$ cat src/rtl/pfs_pkg.sv
`default_nettype none

package pfs_pkg;

    localparam int FUNC_W   = 4;
    localparam int SENSOR_W = 16;
    localparam int LEAF_W   = 4;
    localparam int VALVE_W  = 5;
    localparam int CFG_IDX_W  = 4;
    localparam int CFG_DATA_W = 32;

    typedef enum logic [LEAF_W-1:0] {
        LEAF_IDLE       = 4'd0,
        LEAF_ABORT      = 4'd1,
        LEAF_PAUSE_IDLE = 4'd2,
        LEAF_PAUSE_VENT = 4'd3,
        LEAF_N2_IDLE    = 4'd4,
        LEAF_N2_FILL    = 4'd5,
        LEAF_PRE_IDLE   = 4'd6,
        LEAF_PRE_VENT   = 4'd7,
        LEAF_PRE_FILL   = 4'd8,
        LEAF_OX_IDLE    = 4'd9,
        LEAF_OX_FILL    = 4'd10,
        LEAF_OX_VENT    = 4'd11,
        LEAF_POST_IDLE  = 4'd12,
        LEAF_POST_VENT  = 4'd13,
        LEAF_POST_FILL  = 4'd14
    } t_leaf;

    // command codes
    localparam logic [FUNC_W-1:0] FUNC_NONE      = 4'd0;
    localparam logic [FUNC_W-1:0] FUNC_STOP      = 4'd1;
    localparam logic [FUNC_W-1:0] FUNC_ABORT     = 4'd2;
    localparam logic [FUNC_W-1:0] FUNC_PAUSE     = 4'd3;
    localparam logic [FUNC_W-1:0] FUNC_FILL_N2   = 4'd4;
    localparam logic [FUNC_W-1:0] FUNC_PRE_PRESS = 4'd5;
    localparam logic [FUNC_W-1:0] FUNC_FILL_OX   = 4'd6;
    localparam logic [FUNC_W-1:0] FUNC_POST_PRESS = 4'd7;
    localparam logic [FUNC_W-1:0] FUNC_READY     = 4'd8;
    localparam logic [FUNC_W-1:0] FUNC_RESUME    = 4'd9;

    // register indexes
    localparam logic [CFG_IDX_W-1:0] CFG_N2_TARGET     = 4'd0;
    localparam logic [CFG_IDX_W-1:0] CFG_PAUSE_LIMITS  = 4'd1;
    localparam logic [CFG_IDX_W-1:0] CFG_PRE_LIMITS    = 4'd2;
    localparam logic [CFG_IDX_W-1:0] CFG_POST_LIMITS   = 4'd3;
    localparam logic [CFG_IDX_W-1:0] CFG_OX_WEIGHT     = 4'd4;
    localparam logic [CFG_IDX_W-1:0] CFG_OX_VENT_TRIG  = 4'd5;
    localparam logic [CFG_IDX_W-1:0] CFG_OX_VENT_TGT   = 4'd6;
    localparam logic [CFG_IDX_W-1:0] CFG_OX_VENT_TEMP  = 4'd7;

    // valve bit positions
    localparam int VALVE_ABORT = 0;
    localparam int VALVE_PRESS = 1;
    localparam int VALVE_VENT  = 2;
    localparam int VALVE_N2    = 3;
    localparam int VALVE_OX    = 4;

    typedef struct packed {
        logic [SENSOR_W-1:0] n2_target;
        logic [SENSOR_W-1:0] pause_trig;
        logic [SENSOR_W-1:0] pause_tgt;
        logic [SENSOR_W-1:0] pre_trig;
        logic [SENSOR_W-1:0] pre_tgt;
        logic [SENSOR_W-1:0] post_trig;
        logic [SENSOR_W-1:0] post_tgt;
        logic [SENSOR_W-1:0] ox_weight;
        logic [SENSOR_W-1:0] ox_vent_trig;
        logic [SENSOR_W-1:0] ox_vent_tgt;
        logic [SENSOR_W-1:0] ox_vent_temp;
    } t_cfg;

    typedef struct packed {
        logic [FUNC_W-1:0]   func;
        logic [SENSOR_W-1:0] ox_pressure;
        logic [SENSOR_W-1:0] n2_pressure;
        logic [SENSOR_W-1:0] ox_weight;
        logic [SENSOR_W-1:0] ox_temp;
    } t_sample;

    function automatic logic [VALVE_W-1:0] entry_valves(input t_leaf leaf);
        logic [VALVE_W-1:0] v;
        v = '0;
        unique case (leaf)
            LEAF_ABORT: begin
                v[VALVE_ABORT] = 1'b1;
                v[VALVE_PRESS] = 1'b1;
            end
            LEAF_PAUSE_VENT, LEAF_PRE_VENT, LEAF_POST_VENT: v[VALVE_VENT] = 1'b1;
            LEAF_N2_FILL, LEAF_POST_FILL: v[VALVE_N2] = 1'b1;
            LEAF_PRE_FILL: v[VALVE_PRESS] = 1'b1;
            LEAF_OX_FILL: v[VALVE_OX] = 1'b1;
            LEAF_OX_VENT: begin
                v[VALVE_OX]   = 1'b1;
                v[VALVE_VENT] = 1'b1;
            end
            default: v = '0;
        endcase
        return v;
    endfunction

endpackage

`default_nettype wire

$ cat src/rtl/pfs_cfg.sv
`default_nettype none

module pfs_cfg
    import pfs_pkg::*;
(
    input  wire logic                  i_clk,
    input  wire logic                  i_rst_n,
    input  wire logic                  i_cfg_we,
    input  wire logic [CFG_IDX_W-1:0]  i_cfg_idx,
    input  wire logic [CFG_DATA_W-1:0] i_cfg_data,
    output t_cfg                       o_cfg
);

    t_cfg r_cfg;

    always_ff @(posedge i_clk) begin
        if (!i_rst_n) begin
            r_cfg <= '0;
        end else if (i_cfg_we) begin
            unique case (i_cfg_idx)
                CFG_N2_TARGET:    r_cfg.n2_target <= i_cfg_data[SENSOR_W-1:0];
                CFG_PAUSE_LIMITS: begin
                    r_cfg.pause_trig <= i_cfg_data[2*SENSOR_W-1:SENSOR_W];
                    r_cfg.pause_tgt  <= i_cfg_data[SENSOR_W-1:0];
                end
                CFG_PRE_LIMITS: begin
                    r_cfg.pre_trig <= i_cfg_data[2*SENSOR_W-1:SENSOR_W];
                    r_cfg.pre_tgt  <= i_cfg_data[SENSOR_W-1:0];
                end
                CFG_POST_LIMITS: begin
                    r_cfg.post_trig <= i_cfg_data[2*SENSOR_W-1:SENSOR_W];
                    r_cfg.post_tgt  <= i_cfg_data[SENSOR_W-1:0];
                end
                CFG_OX_WEIGHT:    r_cfg.ox_weight    <= i_cfg_data[SENSOR_W-1:0];
                CFG_OX_VENT_TRIG: r_cfg.ox_vent_trig <= i_cfg_data[SENSOR_W-1:0];
                CFG_OX_VENT_TGT:  r_cfg.ox_vent_tgt  <= i_cfg_data[SENSOR_W-1:0];
                CFG_OX_VENT_TEMP: r_cfg.ox_vent_temp <= i_cfg_data[SENSOR_W-1:0];
                default: ;
            endcase
        end
    end

    assign o_cfg = r_cfg;

endmodule

`default_nettype wire

$ cat src/rtl/pfs_next.sv
`default_nettype none

module pfs_next
    import pfs_pkg::*;
(
    input  wire t_leaf   i_leaf,
    input  wire t_sample i_sample,
    input  wire t_cfg    i_cfg,
    output t_leaf        o_leaf
);

    logic  global_cmd;
    logic  thr_hit;
    t_leaf thr_leaf;
    logic  moved;
    t_leaf n_leaf;
    logic  temp_hot;
    logic [SENSOR_W-1:0] p;
    logic [SENSOR_W-1:0] w;
    logic [SENSOR_W-1:0] n2p;
    logic [FUNC_W-1:0]   func;

    assign func = i_sample.func;
    assign p    = i_sample.ox_pressure;
    assign w    = i_sample.ox_weight;
    assign n2p  = i_sample.n2_pressure;

    assign global_cmd = (func == FUNC_STOP) || (func == FUNC_ABORT) || (func == FUNC_PAUSE);
    assign temp_hot   = $signed(i_sample.ox_temp) > $signed(i_cfg.ox_vent_temp);

    // threshold checks of the current sub-state
    always_comb begin
        thr_hit  = 1'b0;
        thr_leaf = LEAF_IDLE;
        unique case (i_leaf)
            LEAF_PAUSE_IDLE: begin
                thr_hit  = p > i_cfg.pause_trig;
                thr_leaf = LEAF_PAUSE_VENT;
            end
            LEAF_PAUSE_VENT: begin
                thr_hit  = p <= i_cfg.pause_tgt;
                thr_leaf = LEAF_PAUSE_IDLE;
            end
            LEAF_N2_IDLE: begin
                thr_hit  = n2p <= i_cfg.n2_target;
                thr_leaf = LEAF_N2_FILL;
            end
            LEAF_N2_FILL: begin
                thr_hit  = n2p >= i_cfg.n2_target;
                thr_leaf = LEAF_N2_IDLE;
            end
            LEAF_PRE_IDLE: begin
                thr_hit  = (p > i_cfg.pre_trig) || (p < i_cfg.pre_tgt);
                thr_leaf = (p > i_cfg.pre_trig) ? LEAF_PRE_VENT : LEAF_PRE_FILL;
            end
            LEAF_PRE_VENT: begin
                thr_hit  = p <= i_cfg.pre_tgt;
                thr_leaf = LEAF_PRE_IDLE;
            end
            LEAF_PRE_FILL: begin
                thr_hit  = p >= i_cfg.pre_tgt;
                thr_leaf = LEAF_PRE_IDLE;
            end
            LEAF_OX_IDLE: begin
                thr_hit  = w < i_cfg.ox_weight;
                thr_leaf = LEAF_OX_FILL;
            end
            LEAF_OX_FILL: begin
                // venting wins over reaching the target weight
                thr_hit  = ((p >= i_cfg.ox_vent_trig) && temp_hot) || (w >= i_cfg.ox_weight);
                thr_leaf = ((p >= i_cfg.ox_vent_trig) && temp_hot) ? LEAF_OX_VENT
                                                                   : LEAF_OX_IDLE;
            end
            LEAF_OX_VENT: begin
                thr_hit  = (p <= i_cfg.ox_vent_tgt) || !temp_hot;
                thr_leaf = LEAF_OX_FILL;
            end
            LEAF_POST_IDLE: begin
                thr_hit  = (p > i_cfg.post_trig) || (p < i_cfg.post_tgt);
                thr_leaf = (p > i_cfg.post_trig) ? LEAF_POST_VENT : LEAF_POST_FILL;
            end
            LEAF_POST_VENT: begin
                thr_hit  = p <= i_cfg.post_tgt;
                thr_leaf = LEAF_POST_IDLE;
            end
            LEAF_POST_FILL: begin
                thr_hit  = p >= i_cfg.post_tgt;
                thr_leaf = LEAF_POST_IDLE;
            end
            default: begin
                thr_hit  = 1'b0;
                thr_leaf = LEAF_IDLE;
            end
        endcase
    end

    always_comb begin
        moved  = 1'b0;
        n_leaf = i_leaf;
        priority if (i_leaf == LEAF_IDLE) begin
            moved = 1'b1;
            priority case (func)
                FUNC_FILL_N2:    n_leaf = LEAF_N2_IDLE;
                FUNC_PRE_PRESS:  n_leaf = LEAF_PRE_IDLE;
                FUNC_FILL_OX:    n_leaf = LEAF_OX_IDLE;
                FUNC_POST_PRESS: n_leaf = LEAF_POST_IDLE;
                default:         moved  = 1'b0;
            endcase
        end else if (i_leaf == LEAF_ABORT) begin
            if (func == FUNC_READY) begin
                moved  = 1'b1;
                n_leaf = LEAF_IDLE;
            end
        end else if (!global_cmd) begin
            if (thr_hit) begin
                moved  = 1'b1;
                n_leaf = thr_leaf;
            end else if ((i_leaf == LEAF_PAUSE_IDLE || i_leaf == LEAF_PAUSE_VENT)
                         && func == FUNC_RESUME) begin
                moved  = 1'b1;
                n_leaf = LEAF_IDLE;
            end
        end else begin
            moved = 1'b0;
        end

        if (!moved && global_cmd) begin
            priority case (func)
                FUNC_STOP:  n_leaf = LEAF_IDLE;
                FUNC_ABORT: n_leaf = LEAF_ABORT;
                default:    n_leaf = LEAF_PAUSE_IDLE;
            endcase
        end
    end

    assign o_leaf = n_leaf;

endmodule

`default_nettype wire

$ cat src/rtl/propellant_fill_sequencer.sv
// path: a request passes the input register, then the result register, to the outputs;
// it waits while the output stalls; the leaf state loop closes through one register
// throughput: one request per cycle unless the output side stalls
// reset: synchronous active-low; leaf idles, all valves closed, valid and cfg cleared
`default_nettype none

module propellant_fill_sequencer
    import pfs_pkg::*;
(
    input  wire logic                  i_clk,
    input  wire logic                  i_rst_n,
    input  wire logic                  i_cfg_we,
    input  wire logic [CFG_IDX_W-1:0]  i_cfg_idx,
    input  wire logic [CFG_DATA_W-1:0] i_cfg_data,
    input  wire logic                  i_valid,
    output logic                       o_stall,
    input  wire logic [FUNC_W-1:0]     i_func,
    input  wire logic [SENSOR_W-1:0]   i_oxidizer_pressure,
    input  wire logic [SENSOR_W-1:0]   i_nitrogen_pressure,
    input  wire logic [SENSOR_W-1:0]   i_oxidizer_weight,
    input  wire logic [SENSOR_W-1:0]   i_oxidizer_temperature,
    output logic                       o_valid,
    input  wire logic                  i_stall,
    output logic [LEAF_W-1:0]          o_leaf_state,
    output logic                       o_abort_valve,
    output logic                       o_pressurizing_valve,
    output logic                       o_vent_valve,
    output logic                       o_nitrogen_fill_valve,
    output logic                       o_oxidizer_fill_valve
);

    t_cfg    cfg;
    t_sample r_sample;
    logic    r_in_valid;
    logic    r_out_valid;
    t_leaf   r_leaf;
    t_leaf   n_leaf;
    logic [VALVE_W-1:0] r_valves;
    logic    advance;
    logic    take;

    pfs_cfg u_cfg (
        .i_clk      (i_clk),
        .i_rst_n    (i_rst_n),
        .i_cfg_we   (i_cfg_we),
        .i_cfg_idx  (i_cfg_idx),
        .i_cfg_data (i_cfg_data),
        .o_cfg      (cfg)
    );

    pfs_next u_next (
        .i_leaf   (r_leaf),
        .i_sample (r_sample),
        .i_cfg    (cfg),
        .o_leaf   (n_leaf)
    );

    // the result register doubles as the leaf state
    assign advance = r_in_valid && (!r_out_valid || !i_stall);
    assign o_stall = r_in_valid && !advance;
    assign take    = i_valid && !o_stall;

    always_ff @(posedge i_clk) begin
        if (!i_rst_n) begin
            r_in_valid <= 1'b0;
        end else if (take || advance) begin
            r_in_valid <= take;
        end
    end

    always_ff @(posedge i_clk) begin
        if (take) begin
            r_sample.func        <= i_func;
            r_sample.ox_pressure <= i_oxidizer_pressure;
            r_sample.n2_pressure <= i_nitrogen_pressure;
            r_sample.ox_weight   <= i_oxidizer_weight;
            r_sample.ox_temp     <= i_oxidizer_temperature;
        end
    end

    always_ff @(posedge i_clk) begin
        if (!i_rst_n) begin
            r_out_valid <= 1'b0;
            r_leaf      <= LEAF_IDLE;
            r_valves    <= '0;
        end else begin
            if (advance) begin
                r_out_valid <= 1'b1;
                r_leaf      <= n_leaf;
                r_valves    <= entry_valves(n_leaf);
            end else if (!i_stall) begin
                r_out_valid <= 1'b0;
            end
        end
    end

    assign o_valid               = r_out_valid;
    assign o_leaf_state          = r_leaf;
    assign o_abort_valve         = r_valves[VALVE_ABORT];
    assign o_pressurizing_valve  = r_valves[VALVE_PRESS];
    assign o_vent_valve          = r_valves[VALVE_VENT];
    assign o_nitrogen_fill_valve = r_valves[VALVE_N2];
    assign o_oxidizer_fill_valve = r_valves[VALVE_OX];

endmodule

`default_nettype wire

$ cat config.mk
export PLATFORM = sky130hd
export DESIGN_NAME = propellant_fill_sequencer
export DESIGN_NICKNAME = d
export VERILOG_FILES = /design/src/rtl/pfs_pkg.sv /design/src/rtl/pfs_cfg.sv /design/src/rtl/pfs_next.sv /design/src/rtl/propellant_fill_sequencer.sv
export SDC_FILE = /design/constraint.sdc
export NUM_CORES = 1
export LEC_CHECK = 0
export BUFFER_PORTS_ARGS = -buffer_cell sky130_fd_sc_hd__clkbuf_2
export CAP_MARGIN = 20
export CORE_UTILIZATION = 60
export DETAILED_ROUTE_END_ITERATION = 16
export MAX_ROUTING_LAYER = met4
export PLACE_DENSITY = 0.79
export SYNTH_ARGS = -nofsm -noshare
export SYNTH_HDL_FRONTEND = slang
export SYNTH_SLANG_ARGS = --single-unit
$ cat constraint.sdc
create_clock -name i_clk -period 5.5 [get_ports i_clk]
set_input_delay 0.55 -clock i_clk [delete_from_list [all_inputs] [get_ports i_clk]]
set_output_delay 0.55 -clock i_clk [all_outputs]
set_load 0.02 [all_outputs]
* Word-level counts from Yosys, hierarchy flattened
Cells that the tools add are included.
** Storage, ports and cells
- Bits in registers :: 255
- Word-level logic and storage cells :: 144
- Input bits :: 109
** Cells by class
- Muxes and demuxes :: 28
- $lt $le $gt $ge :: 17
- Eq/ne operators :: 40
- Reductions and logical operators :: 39
** Operator list (number)
- greater-or-equal comparator 16 bit :: 5
- less-or-equal comparator 16 bit :: 5
- > comparator 16 bit :: 4
- == test 4 x 3 -> 1 bit, second input constant :: 14
- == test 4 bit, second input constant :: 14
- < comparator 16 bit :: 3
- case mux 4 bit (10 select lines) :: 1
- two-way mux 4 bit :: 8
- == test 4 x 2 -> 1 bit, second input constant :: 7
- == test 4 x 1 -> 1 bit, second input constant :: 4
- case mux 4 bit (4 select lines) :: 1
- AND reduction 2 bit :: 8
- two-way mux 1 bit :: 14
- case mux 1 bit (13 select lines) :: 1
- OR reduction 2 bit :: 6
- logical OR 1 bit :: 9
- logical NOT 4 bit :: 2
- OR reduction 4 bit :: 2
- logical AND 1 bit :: 6
- logical NOT 1 bit :: 6
- two-way mux 2 bit :: 2
- case mux 2 bit (2 select lines) :: 1
- != test 2 x 1 -> 1 bit, second input constant :: 1

* Depth between registers and ports, before layout
Gate-level depths: netlist (run 1).
- Depth in word-level cells :: 14
- Mapped depth :: 13
- Gate-level depth less buffers :: 13

* Modules after synthesis
A second synthesis (run 1) with hierarchy kept.
** Second synthesis, totals
- Cell total of the unflattened synthesis :: 1438
- Area total of the unflattened synthesis :: 14057.2 um2
** Modules (own cells, without submodules)
- pfs_cfg :: area each 6571.3 um2, seq. area each 3523.4 um2, times used 1, cells each 615
- pfs_next :: area each 4954.8 um2, seq. area each 0.0 um2, times used 1, cells each 701
- propellant_fill_sequencer :: area each 2531.2 um2, seq. area each 2262.2 um2, times used 1, cells each 122

* Worst setup path before layout (run 1)
No wires, ideal clock.
- Path kind :: input port to flip-flop
- From :: in i_stall
- To :: reg r_sample[0] (netlist bit) (enable)
- Slack :: 1152 ps
- Stages :: 2
- Arrival :: 3847 ps
- Path buffers :: 0
- Cell sequence :: and3_1 -> nor2b_1
** On the way
- Cells in the longest elaborated chain, start to end :: 7
** RTL lines
- start, declared :: line propellant_fill_sequencer.sv:23 : input wire logic i_stall,
- logical NOT 1 bit
- logical OR 1 bit :: line propellant_fill_sequencer.sv:59 : assign advance = r_in_valid && (!r_out_valid || !i_stall);
- logical AND 1 bit :: line propellant_fill_sequencer.sv:59
- logical NOT 1 bit :: line propellant_fill_sequencer.sv:60 : assign o_stall = r_in_valid && !advance;
- logical AND 1 bit :: line propellant_fill_sequencer.sv:60
- logical NOT 1 bit :: line propellant_fill_sequencer.sv:61 : assign take = i_valid && !o_stall;
- logical AND 1 bit :: line propellant_fill_sequencer.sv:61
- net take :: line propellant_fill_sequencer.sv:40 : logic take;
- end, declared :: line propellant_fill_sequencer.sv:33 : t_sample r_sample;
The timed path passes the listed nets, and every way through them passes these cells.
A chain may end at the register's enable or synchronous reset.

* Worst setup path after layout (run 1)
- From :: reg r_sample[49] (netlist bit)
- To :: reg r_valves[1]
** On the way
- Cells in the longest elaborated chain, start to end :: 14
- Elaborated cells on any way between the ends :: 37
- Those cells by class :: 12 x order compare; 2 x eq/ne; 15 x mux; 8 x reduce/logical
** RTL lines
- greater-or-equal comparator 16 bit :: line pfs_next.sv:70, pfs_next.sv:71
- logical AND 1 bit :: line pfs_next.sv:70, pfs_next.sv:71
- logical OR 1 bit :: line pfs_next.sv:70 : thr_hit = ((p >= i_cfg.ox_vent_trig) && temp_hot) || (w >= i_cfg.ox_weight);
- case mux 1 bit (13 select lines) :: line pfs_next.sv:35 : unique case (i_leaf)
- two-way mux 1 bit :: line pfs_next.sv:115 : if (thr_hit) begin
- two-way mux 1 bit :: line pfs_next.sv:114 : end else if (!global_cmd) begin
- two-way mux 1 bit :: line pfs_next.sv:109 : end else if (i_leaf == LEAF_ABORT) begin
- two-way mux 1 bit :: line pfs_next.sv:100 : priority if (i_leaf == LEAF_IDLE) begin
- logical NOT 1 bit :: line pfs_next.sv:127 : if (!moved && global_cmd) begin
- logical AND 1 bit :: line pfs_next.sv:127
- two-way mux 4 bit (*) :: line pfs_next.sv:127
- == test 4 x 1 -> 1 bit / == test 4 bit (equally long branches) :: line pfs_pkg.sv:84 : unique case (leaf)
- OR reduction 2 bit (no source line) (*)
- two-way mux 1 bit (*) :: line pfs_pkg.sv:84
- end signal, assigned :: line propellant_fill_sequencer.sv:90 : r_valves <= entry_valves(n_leaf);
- end, declared :: line propellant_fill_sequencer.sv:38 : logic [VALVE_W-1:0] r_valves;
Every way passes the cells marked *; elsewhere a longest branch is shown, timed or not.

==> impl_metrics.ini, run 1 <==
[yosys]
synth.area.top_cells = dfxtp_1 (27%), ha_1 (16%), edfxtp_1 (15%)
avgSynthCellArea_um2 = 8.51
synthFlopType = dfxtp_1
syn_area_um2 = 13700
synth_top_cell_by_area = dfxtp_1
syn_inst = 1607
ys_warn_count = 0
ys_seq_elements = 255
synthTopCellsByCount = nand2_1 (345), a21oi_1 (223), dfxtp_1 (187)
synth_top_area_share_pct = 27.4
ys_seq_area_share_pct = 42.3
synth_edf_count = 68
ys_types = 67
ys_async_sr_fraction_pct = 0
yosysMostFrequentCell = nand2_1
synth_fp_nets = 1892

[pwr]
power.leakage_nw = 5.64
max-vdd-ir-drop_mv = 0.247
comb_power_share_pct = 10.0
swShare_pct = 25.2
power_density_nw_per_um2 = 282
power_frac_clock_pct = 43.1
netSwitchingPower_mw = 1.09
p_int_mw = 3.24
total_power_mw = 4.33
p_seq_share_pct = 46.9

[global_routing]
grt_overflow_total = 0
grt_use_total_pct = 31.4
antenna_found_initial = 0
grt_max_degree = 99
grt_pass1_vias = 11104
grt_pass1_wl_um = 56400

[status]
status = finished, final reports clean

[job]
drv_cap = 0

[clocking]
cts_buffer_depth = 3
clk_latency_ns = 0.54
cts_setup_buffers = 0
cts-buffers-inserted = 28
cts_tree = built
clkSinkCount = 255
clkTransAtPathRegs_ns = 0.06
htree_num_levels = 1
hold_buffers = 0
ctsResizeCount = 0
root_buffer = clkbuf_16

[drt]
antenna_left = 0
viasPerCell = 5.80
drtIter0Drc = 875
num_vias = 11537
drt_wl_total_um = 35700
first_pass_iters = 8
route.detailed.drc = 0
wire_per_inst_um = 17.9

[sta]
fmax_mhz = 244
rsz0062_at_grt = no
fin_setup_tns_ns = 0
fin_crit_ns = 4.10
hold_viol = 0
slew_viol_final = 0
relSlewSlack_pct = 27.3
setup-violations-final = 0
fin_skew_ns = 0.0166
period_share_pct = 74.6
worstMarginPinSlew_ns = 1.08

[placed_design]
port_buffers = 119
globalplace.congestion = 1.02
placed_area_um2 = 14400
hpwlAfterDp_um = 25100

[floorplanning]
placementRows = 54
die_area_um2 = 23400
io_pins = 120
die_w_um = 153
die_h_um = 153
start_util_pct = 61.9
core-area_um2 = 22100

[cells_and_area]
multiInputGateArea_um2 = 6950
area_growth_pct = 12.3
layout.nets = 1972
ff_latch_area_um2 = 5790
fillers = 1757
stdcell_area_um2 = 15400
post_route_cells_drive_above_1_share_pct = 11.1
antenna_cells = 0

[setup_path]
critPathLaunchType = register
crit_start = r_sample[49]$_DFFE_PP_
crit_required_ns = 5.96
arrival_ns = 4.57
end_kind = register
path_max_fanout = 8
r2r-start = r_sample[49]$_DFFE_PP_
critPathKind = reg -> reg

[hold_path]
holdCritStartpoint = i_oxidizer_weight[11]
hold_class = in -> reg
## layout make-up
cell class              instances  share of cell area, %
clock inverters                12                  0.652
multi-input cells            1093                   45.2
repair buffers                129                   4.37
inverters                     180                   4.42
flip-flops and latches        255                   37.7
clock buffers                  40                   5.38
well taps                     280                   2.28
## power by group through the flow
| stage | clock [mW] | combinational, mW | sequential [mW] |
|---|---|---|---|
| 2_1_floorplan | 0 | 0.286 | 2.05 |
| 5_1_grt | 1.96 | 0.486 | 2.04 |
| 3_5_place_dp | 0 | 0.423 | 2.07 |
| 6_report | 1.87 | 0.432 | 2.03 |
| 4_1_cts | 1.88 | 0.427 | 2.03 |
| 3_3_place_gp | 0 | 0.408 | 2.07 |
## routing by layer
layer	share of wire [%]	GRT usage, %	wire length [um]
met1	44	41.5	15700
met2	46	50.3	16300
met3	7.9	4.91	2810
met4	2.4	8.03	859
met5	0	-	0
## cells by family after synthesis
kind of cell / synth area share (%)
AND/OR/NAND/NOR: 17.6
AO/OA/AOI/OAI: 14.3
buffers and inverters: 7.11
flip-flops: 42.3
adder cells (fa/ha/maj): 16.1
multiplexers: 2.50
XOR/XNOR: 0.0640
## final timing paths
kind                                                  to  slack, ns  cells past startpoint
worst max-delay path            r_valves[1]$_SDFFE_PN0P_       1.40                     12
worst min register to register  r_valves[4]$_SDFFE_PN0P_       0.45                      2
worst max register to register  r_valves[1]$_SDFFE_PN0P_       1.40                     12
worst min-delay path              r_sample[27]$_DFFE_PP_       0.18                      1
## worst max-delay path, stage by stage (launching register included)
cell       delay, ns
edfxtp_1        0.62
ha_1            0.39
nor2b_1         0.14
o211ai_1        0.19
a2111oi_0       0.15
nor4_1          0.84
a22oi_1         0.16
nand2_1         0.14
nand3_1         0.17
nor4_1          0.42
nor2_1          0.11
or4_1           0.53
a31oi_1         0.17
## layout by cell type, fill, tap and decap left out, types with 4 or more instances in the layout
master     synthesis  layout
nand2_1          345     345
a21oi_1          223     223
dfxtp_1          187     187
inv_1            179     178
ha_1             176     176
clkbuf_2           0     119
edfxtp_1          68      68
nor2_1            66      66
nand4_1           34      34
mux2i_1           33      33
clkbuf_16          0      29
o21ai_0           27      27
nand3_1           20      19
nor2b_1           13      12
nor4_1            12      12
a21o_1            11      11
nor3_1            10      10
buf_4              0      10
o211ai_1           8       8
o21a_1             8       8
a211oi_1           7       7
nand2b_1           6       6
a31oi_1            6       6
clkbuf_8           0       6
a2111oi_0          5       5
and4_1             5       5
o31ai_1            5       5
clkbuf_1          77       5
and3_1             4       4
and2_1             4       4
clkinv_2           0       4
## sequential cells by signal (all words and copies together), names as in the netlist
register and cells:
r_valves 5, o_leaf_state 4, r_in_valid 1, r_sample 68
u_cfg.o_cfg 176, o_valid 1
## metrics by stage
| stage | utilization, % | hold slack, ns | instances | setup slack (ns) |
|---|---|---|---|---|
| 3_5_place_dp | 65.3 | 0.447 | 1937 | 1.57 |
| 4_1_cts | 69.5 | 0.162 | 1989 | 1.58 |
| 5_1_grt | 69.5 | 0.158 | 1989 | 1.18 |
| 2_1_floorplan | - | 0.436 | 1607 | 1.15 |
| 3_3_place_gp | 65.3 | 0.441 | 1937 | 1.62 |
| 6_report | 69.5 | 0.179 | 1989 | 1.40 |
No activity file was read; power rests on OpenSTA's default activity.
==> inputs of run 2 (changes only) <==
--- a/config.mk
+++ b/config.mk
@@ -7,10 +7,10 @@
 export LEC_CHECK = 0
 export BUFFER_PORTS_ARGS = -buffer_cell sky130_fd_sc_hd__clkbuf_2
 export CAP_MARGIN = 20
-export CORE_UTILIZATION = 60
+export CORE_UTILIZATION = 55
 export DETAILED_ROUTE_END_ITERATION = 16
 export MAX_ROUTING_LAYER = met4
-export PLACE_DENSITY = 0.79
+export PLACE_DENSITY = 0.76
 export SYNTH_ARGS = -nofsm -noshare
 export SYNTH_HDL_FRONTEND = slang
 export SYNTH_SLANG_ARGS = --single-unit
==> constraint.sdc (replaced) <==
create_clock -name i_clk -period 3.6 [get_ports i_clk]
set_input_delay 0.36 -clock i_clk [delete_from_list [all_inputs] [get_ports i_clk]]
set_output_delay 0.36 -clock i_clk [all_outputs]
set_load 0.02 [all_outputs]
==> run 2 against run 1 <==
Critical path depth grew 3; via count grew 6.1%; final area grew 10%; power grew 54%; maximum frequency grew 15%; clock skew shrank 0.0097 ns; first-iteration DRC count grew 7.1%; non-clock buffer count grew 136; worst hold slack lost 0.17 ns; sequential power grew 51%; die area grew 9.0%; wire length grew 7.4%.
==> impl_metrics.ini, run 2 (same netlist as run 1, synthesis figures left out) <==
[drt]
antenna_left = 0
drt_wl_total_um = 38300
num_vias = 12245
first_pass_iters = 5
viasPerCell = 5.65
wire_per_inst_um = 17.7
drtIter0Drc = 937
route.detailed.drc = 0

[sta]
period_share_pct = 99.1
slew_viol_final = 0
rsz0062_at_grt = yes
fin_crit_ns = 3.57
fin_setup_tns_ns = 0
fin_skew_ns = 0.00683
worstMarginPinSlew_ns = 1.02
hold_viol = 0
setup-violations-final = 0
relSlewSlack_pct = 31.9
final.setup.worst_slack_ns = 0.0312
fmax_mhz = 280

[status]
status = finished, final reports clean

[cells_and_area]
layout.nets = 2108
largest_reg_flops = 176
antenna_cells = 0
layout_commonest_cell = nand2_1
post_route_cells_drive_above_1_share_pct = 17.0
area_growth_pct = 23.7
final_cell_mix = nand2_1 (345), a21oi_1 (215), dfxtp_1 (186), inv_1 (178), ha_1 (168)
utilization_pct = 69.4
stdcell_area_um2 = 16900

[floorplanning]
die_h_um = 160
placementRows = 57
start_util_pct = 56.1
die_area_um2 = 25500
core-area_um2 = 24400
io_pins = 120
die_w_um = 160

[clocking]
cts_buffer_depth = 3
root_buffer = clkbuf_16
clkTransAtPathRegs_ns = 0.06
htree_num_levels = 1
clkSinkCount = 255
cts_tree = built
clk_latency_ns = 0.54
cts-buffers-inserted = 28

[setup_path]
arrival_ns = 4.04
critPathLaunchType = register
critPathKind = reg -> reg
crit_required_ns = 4.07
path_max_fanout = 4
end_kind = register

[pwr]
total_power_mw = 6.68
max-vdd-ir-drop_mv = 0.423
power.leakage_nw = 6.29
power_density_nw_per_um2 = 395

[placed_design]
hpwlAfterDp_um = 26400
place_ws_ns = -0.166
port_buffers = 119
globalplace.congestion = 0.933
placed_area_um2 = 15000

[global_routing]
grt_use_total_pct = 30.5
grt_overflow_total = 0
antenna_found_initial = 0
grt_pass1_wl_um = 60300
grt_max_degree = 96
grt_pass1_vias = 11997

[job]
drv_cap = 0

[hold_path]
hold_class = in -> reg
## run 2: path summary, 6_finish.rpt
| path | startpoint | to | slack (ns) | cells after the start |
|---|---|---|---|---|
| setup / recovery | r_sample[49]$_DFFE_PP_ | r_valves[1]$_SDFFE_PN0P_ | 0.03 | 15 |
| hold / removal | i_oxidizer_pressure[12] | r_sample[60]$_DFFE_PP_ | 0.008 | 1 |
| setup reg to reg | r_sample[49]$_DFFE_PP_ | r_valves[1]$_SDFFE_PN0P_ | 0.03 | 15 |
| hold reg to reg | u_cfg.o_cfg[139]$_SDFFE_PN0P_ | u_cfg.o_cfg[139]$_SDFFE_PN0P_ | 0.45 | 2 |
## run 2: routing by layer
layer | track usage (%) | up-vias | part of all wire, %
li1 | - | 5921 | -
met1 | 38.5 | 5807 | 43
met2 | 50.1 | 419 | 47
met3 | 4.34 | 98 | 6.8
met4 | 9.97 | 0 | 3.2
met5 | - | - | 0
## run 2: critical path, cell delays in order, from the launching register on
cell      delay [ns]
edfxtp_1        0.47
buf_4           0.18
buf_4           0.15
ha_1            0.30
nor2b_1         0.15
o21a_1          0.17
o21a_1          0.17
o21ai_1         0.12
a31oi_1         0.11
and4b_1         0.33
nand3_2         0.10
buf_4           0.17
o41ai_4         0.31
nor2_2          0.09
or4_1           0.52
a31oi_1         0.16
## run 2: metrics by stage
step / hold slack [ns] / std cells
floorplan: 0.436 / 1607
global placement: 0.442 / 2049
detailed placement: 0.446 / 2049
CTS: 0.000923 / 2156
global route: 0.00480 / 2169
finish: 0.00804 / 2169
## run 2: cell type report
class / instances / area (um2)
Multi-Input combinational cell: 1093 / 7350
Tap cell: 324 / 405
Inverter: 180 / 678
Timing Repair Buffer: 265 / 1850
Sequential cell: 255 / 5790
Clock inverter: 12 / 81.3
Clock buffer: 40 / 777
Fill cell: 1925 / 7470
## run 2: timing repair
action | 4_1_cts | 5_1_grt
resized for setup | 10 | 65
setup endpoints to repair | 4 | 6
hold endpoints to repair | 54 | 1
pin swaps | 3 | 36
hold buffers | 54 | 1
setup buffers | 1 | 12
## run 2: where the power goes
| part | switching, mW | total [mW] | internal (mW) | leakage (nW) |
|---|---|---|---|---|
| Sequential | 0.0489 | 3.07 | 3.03 | 2.18 |
| Combinational | 0.502 | 0.886 | 0.384 | 3.69 |
| Clock | 1.16 | 2.72 | 1.56 | 0.418 |
| Total | 1.71 | 6.68 | 4.97 | 6.29 |
==> inputs of run 3 (changes only) <==
--- a/config.mk
+++ b/config.mk
@@ -5,12 +5,12 @@
 export SDC_FILE = /design/constraint.sdc
 export NUM_CORES = 1
 export LEC_CHECK = 0
-export BUFFER_PORTS_ARGS = -buffer_cell sky130_fd_sc_hd__clkbuf_2
 export CAP_MARGIN = 20
-export CORE_UTILIZATION = 55
+export CORE_UTILIZATION = 64
 export DETAILED_ROUTE_END_ITERATION = 16
+export DONT_BUFFER_PORTS = 1
 export MAX_ROUTING_LAYER = met4
-export PLACE_DENSITY = 0.76
+export PLACE_DENSITY = 0.79
 export SYNTH_ARGS = -nofsm -noshare
 export SYNTH_HDL_FRONTEND = slang
 export SYNTH_SLANG_ARGS = --single-unit
==> constraint.sdc (replaced) <==
create_clock -name i_clk -period 3.65 [get_ports i_clk]
set_input_delay 0.365 -clock i_clk [delete_from_list [all_inputs] [get_ports i_clk]]
set_output_delay 0.365 -clock i_clk [all_outputs]
set_load 0.02 [all_outputs]
==> run 3 against run 2 <==
Worst setup slack lost 0.13 ns; sequential power about the same; critical endpoint unchanged; highest routed layer unchanged; the flow now finishes with violations (negative setup slack); flip-flop and latch count unchanged; clock-buffer cell count down 3.
==> impl_metrics.ini, run 3 (same netlist as run 1, synthesis figures left out) <==
[floorplanning]
core-area_um2 = 21000
placementRows = 53
die_w_um = 148
start_util_pct = 65.1
die_area_um2 = 22000
die_h_um = 148
io_pins = 120

[cells_and_area]
area_growth_pct = 22.0
final_cell_mix = nand2_1 (345), a21oi_1 (222), dfxtp_1 (187), inv_1 (178), ha_1 (166)
stdcell_area_um2 = 16700
fin_cells = 2042
layout_commonest_cell = nand2_1
layout.nets = 2028
post_route_cells_drive_above_1_share_pct = 10.0
largest_reg_flops = 176

[clocking]
clk_latency_ns = 0.55
cts-buffers-inserted = 27
root_buffer = clkbuf_16
cts_buffer_depth = 3
cts_tree = built
clkTransAtPathRegs_ns = 0.06
clkSinkCount = 255
htree_num_levels = 1

[placed_design]
placed_area_um2 = 14300
port_buffers = 0
place_ws_ns = -0.270
globalplace.congestion = 0.939
hpwlAfterDp_um = 26000
placedCellCount = 1871

[sta]
setup-violations-final = 2
hold_viol = 0
fmax_mhz = 267
period_share_pct = 103
worstMarginPinSlew_ns = 0.894
rsz0062_at_grt = yes
fin_crit_ns = 3.75
fin_skew_ns = 0.0136
slew_viol_final = 0
relSlewSlack_pct = 40.3
final.setup.worst_slack_ns = -0.0993
fin_setup_tns_ns = -0.170

[pwr]
comb_power_share_pct = 13.0
power.leakage_nw = 5.99
power_density_nw_per_um2 = 399
power_frac_clock_pct = 41.3
p_seq_share_pct = 45.7
swShare_pct = 25.8
p_int_mw = 4.93
netSwitchingPower_mw = 1.72
max-vdd-ir-drop_mv = 0.547

[drt]
route.detailed.drc = 0
drt_wl_total_um = 40600
antenna_left = 0
wire_per_inst_um = 19.9
drtIter0Drc = 924
viasPerCell = 6.02
num_vias = 12295
first_pass_iters = 5

[setup_path]
critPathLaunchType = register
crit_required_ns = 4.11
cpMostUsedCell = buf_4
crit_start = r_sample[52]$_DFFE_PP_
r2r-start = r_sample[52]$_DFFE_PP_
end_kind = register
cpPeakStageDelay_ns = 0.52
worstPathCellList = buf_4 -> ha_1 -> nand4_1 -> a21oi_1 -> a2111oi_0 -> buf_4 -> o211ai_1 -> a311o_1 -> and3_4 -> a211oi_4 -> nor2_2 -> or4_1 -> a31oi_1
arrival_ns = 4.21
slowest_stage = or4_1
path_max_fanout = 4
critPathKind = reg -> reg
reg2reg_depth = 13

[global_routing]
grt_overflow_total = 0
grt_max_degree = 73
grt_use_total_pct = 37.6
grt_pass1_vias = 11993
antenna_found_initial = 3
grt_pass1_wl_um = 62700

[hold_path]
holdCritStartpoint = i_cfg_data[3]
hold_class = in -> reg
whs_path_depth = 2

[status]
status = finished with violations
violations = negative setup slack

[job]
drv_cap = 0
-- run 3: cell count changes in the layout (fill, tap and decap cells not counted), moves of 4 or more --
cell | previous run | this run
a21oi_1 | 215 | 222
buf_4 | 89 | 74
clkbuf_2 | 119 | 0
buf_6 | 1 | 7
a21oi_2 | 8 | 1
o21ai_0 | 21 | 25
dlygate4sd3_1 | 55 | 104
clkinv_1 | 5 | 1
-- run 3: area by class of cell --
cell class,instances,area [um2]
multi-input cells,1093,7300
flip-flops and latches,255,5790
fillers,1330,4330
repair buffers,186,1700
clock buffers,37,743
inverters,180,678
well taps,275,344
clock inverters,13,138
diodes,3,7.51
-- run 3: worst paths after layout --
check	endpoint	slack [ns]
worst min-delay path	u_cfg.o_cfg[19]$_SDFFE_PN0P_	0.02
worst max-delay path	r_valves[1]$_SDFFE_PN0P_	-0.1
worst min register to register	u_cfg.o_cfg[169]$_SDFFE_PN0P_	0.45
worst max register to register	r_valves[1]$_SDFFE_PN0P_	-0.1
-- run 3: stage by stage --
stage | total power, mW | hold WS, ns | util (%)
after detailed placement | 3.71 | 0.446 | 67.9
after global routing | 6.87 | 0.0116 | 79.4
after CTS | 6.56 | 0.0188 | 77.5
final | 6.65 | 0.0221 | 79.4
after global placement | 3.69 | 0.442 | 67.9
after floorplan | 3.52 | 0.436 | -
-- run 3: metal layers --
layer	track usage, %	vias up	routed length (um)
met5	-	-	0
met2	61.1	613	19100
li1	-	5767	-
met4	14.2	0	1600
met1	47.3	5780	16300
met3	5.95	135	3640
-- run 3: power by group through the flow --
stage	combinational, mW	sequential [mW]	clock, mW
after floorplan	0.431	3.09	0
after global placement	0.593	3.09	0
after detailed placement	0.610	3.10	0
after CTS	0.771	3.03	2.76
after global routing	0.938	3.04	2.89
final	0.866	3.04	2.75
-- run 3: critical path: cells and delay by family (launching register included) --
kind	cells	cell delay (ns)
adder cells (fa/ha/maj)	1	0.28
flip-flops	1	0.50
buffers and inverters	2	0.41
AND/OR/NAND/NOR	4	0.98
AO/OA/AOI/OAI	6	1.50
-- run 3: repair_timing --
action,4_1_cts,5_1_grt
endpoints found under the setup margin,7,7
endpoints found under the hold margin,247,0
hold buffers,104,0
gates resized for setup,17,45
buffers inserted,3,11
pin swaps,9,22
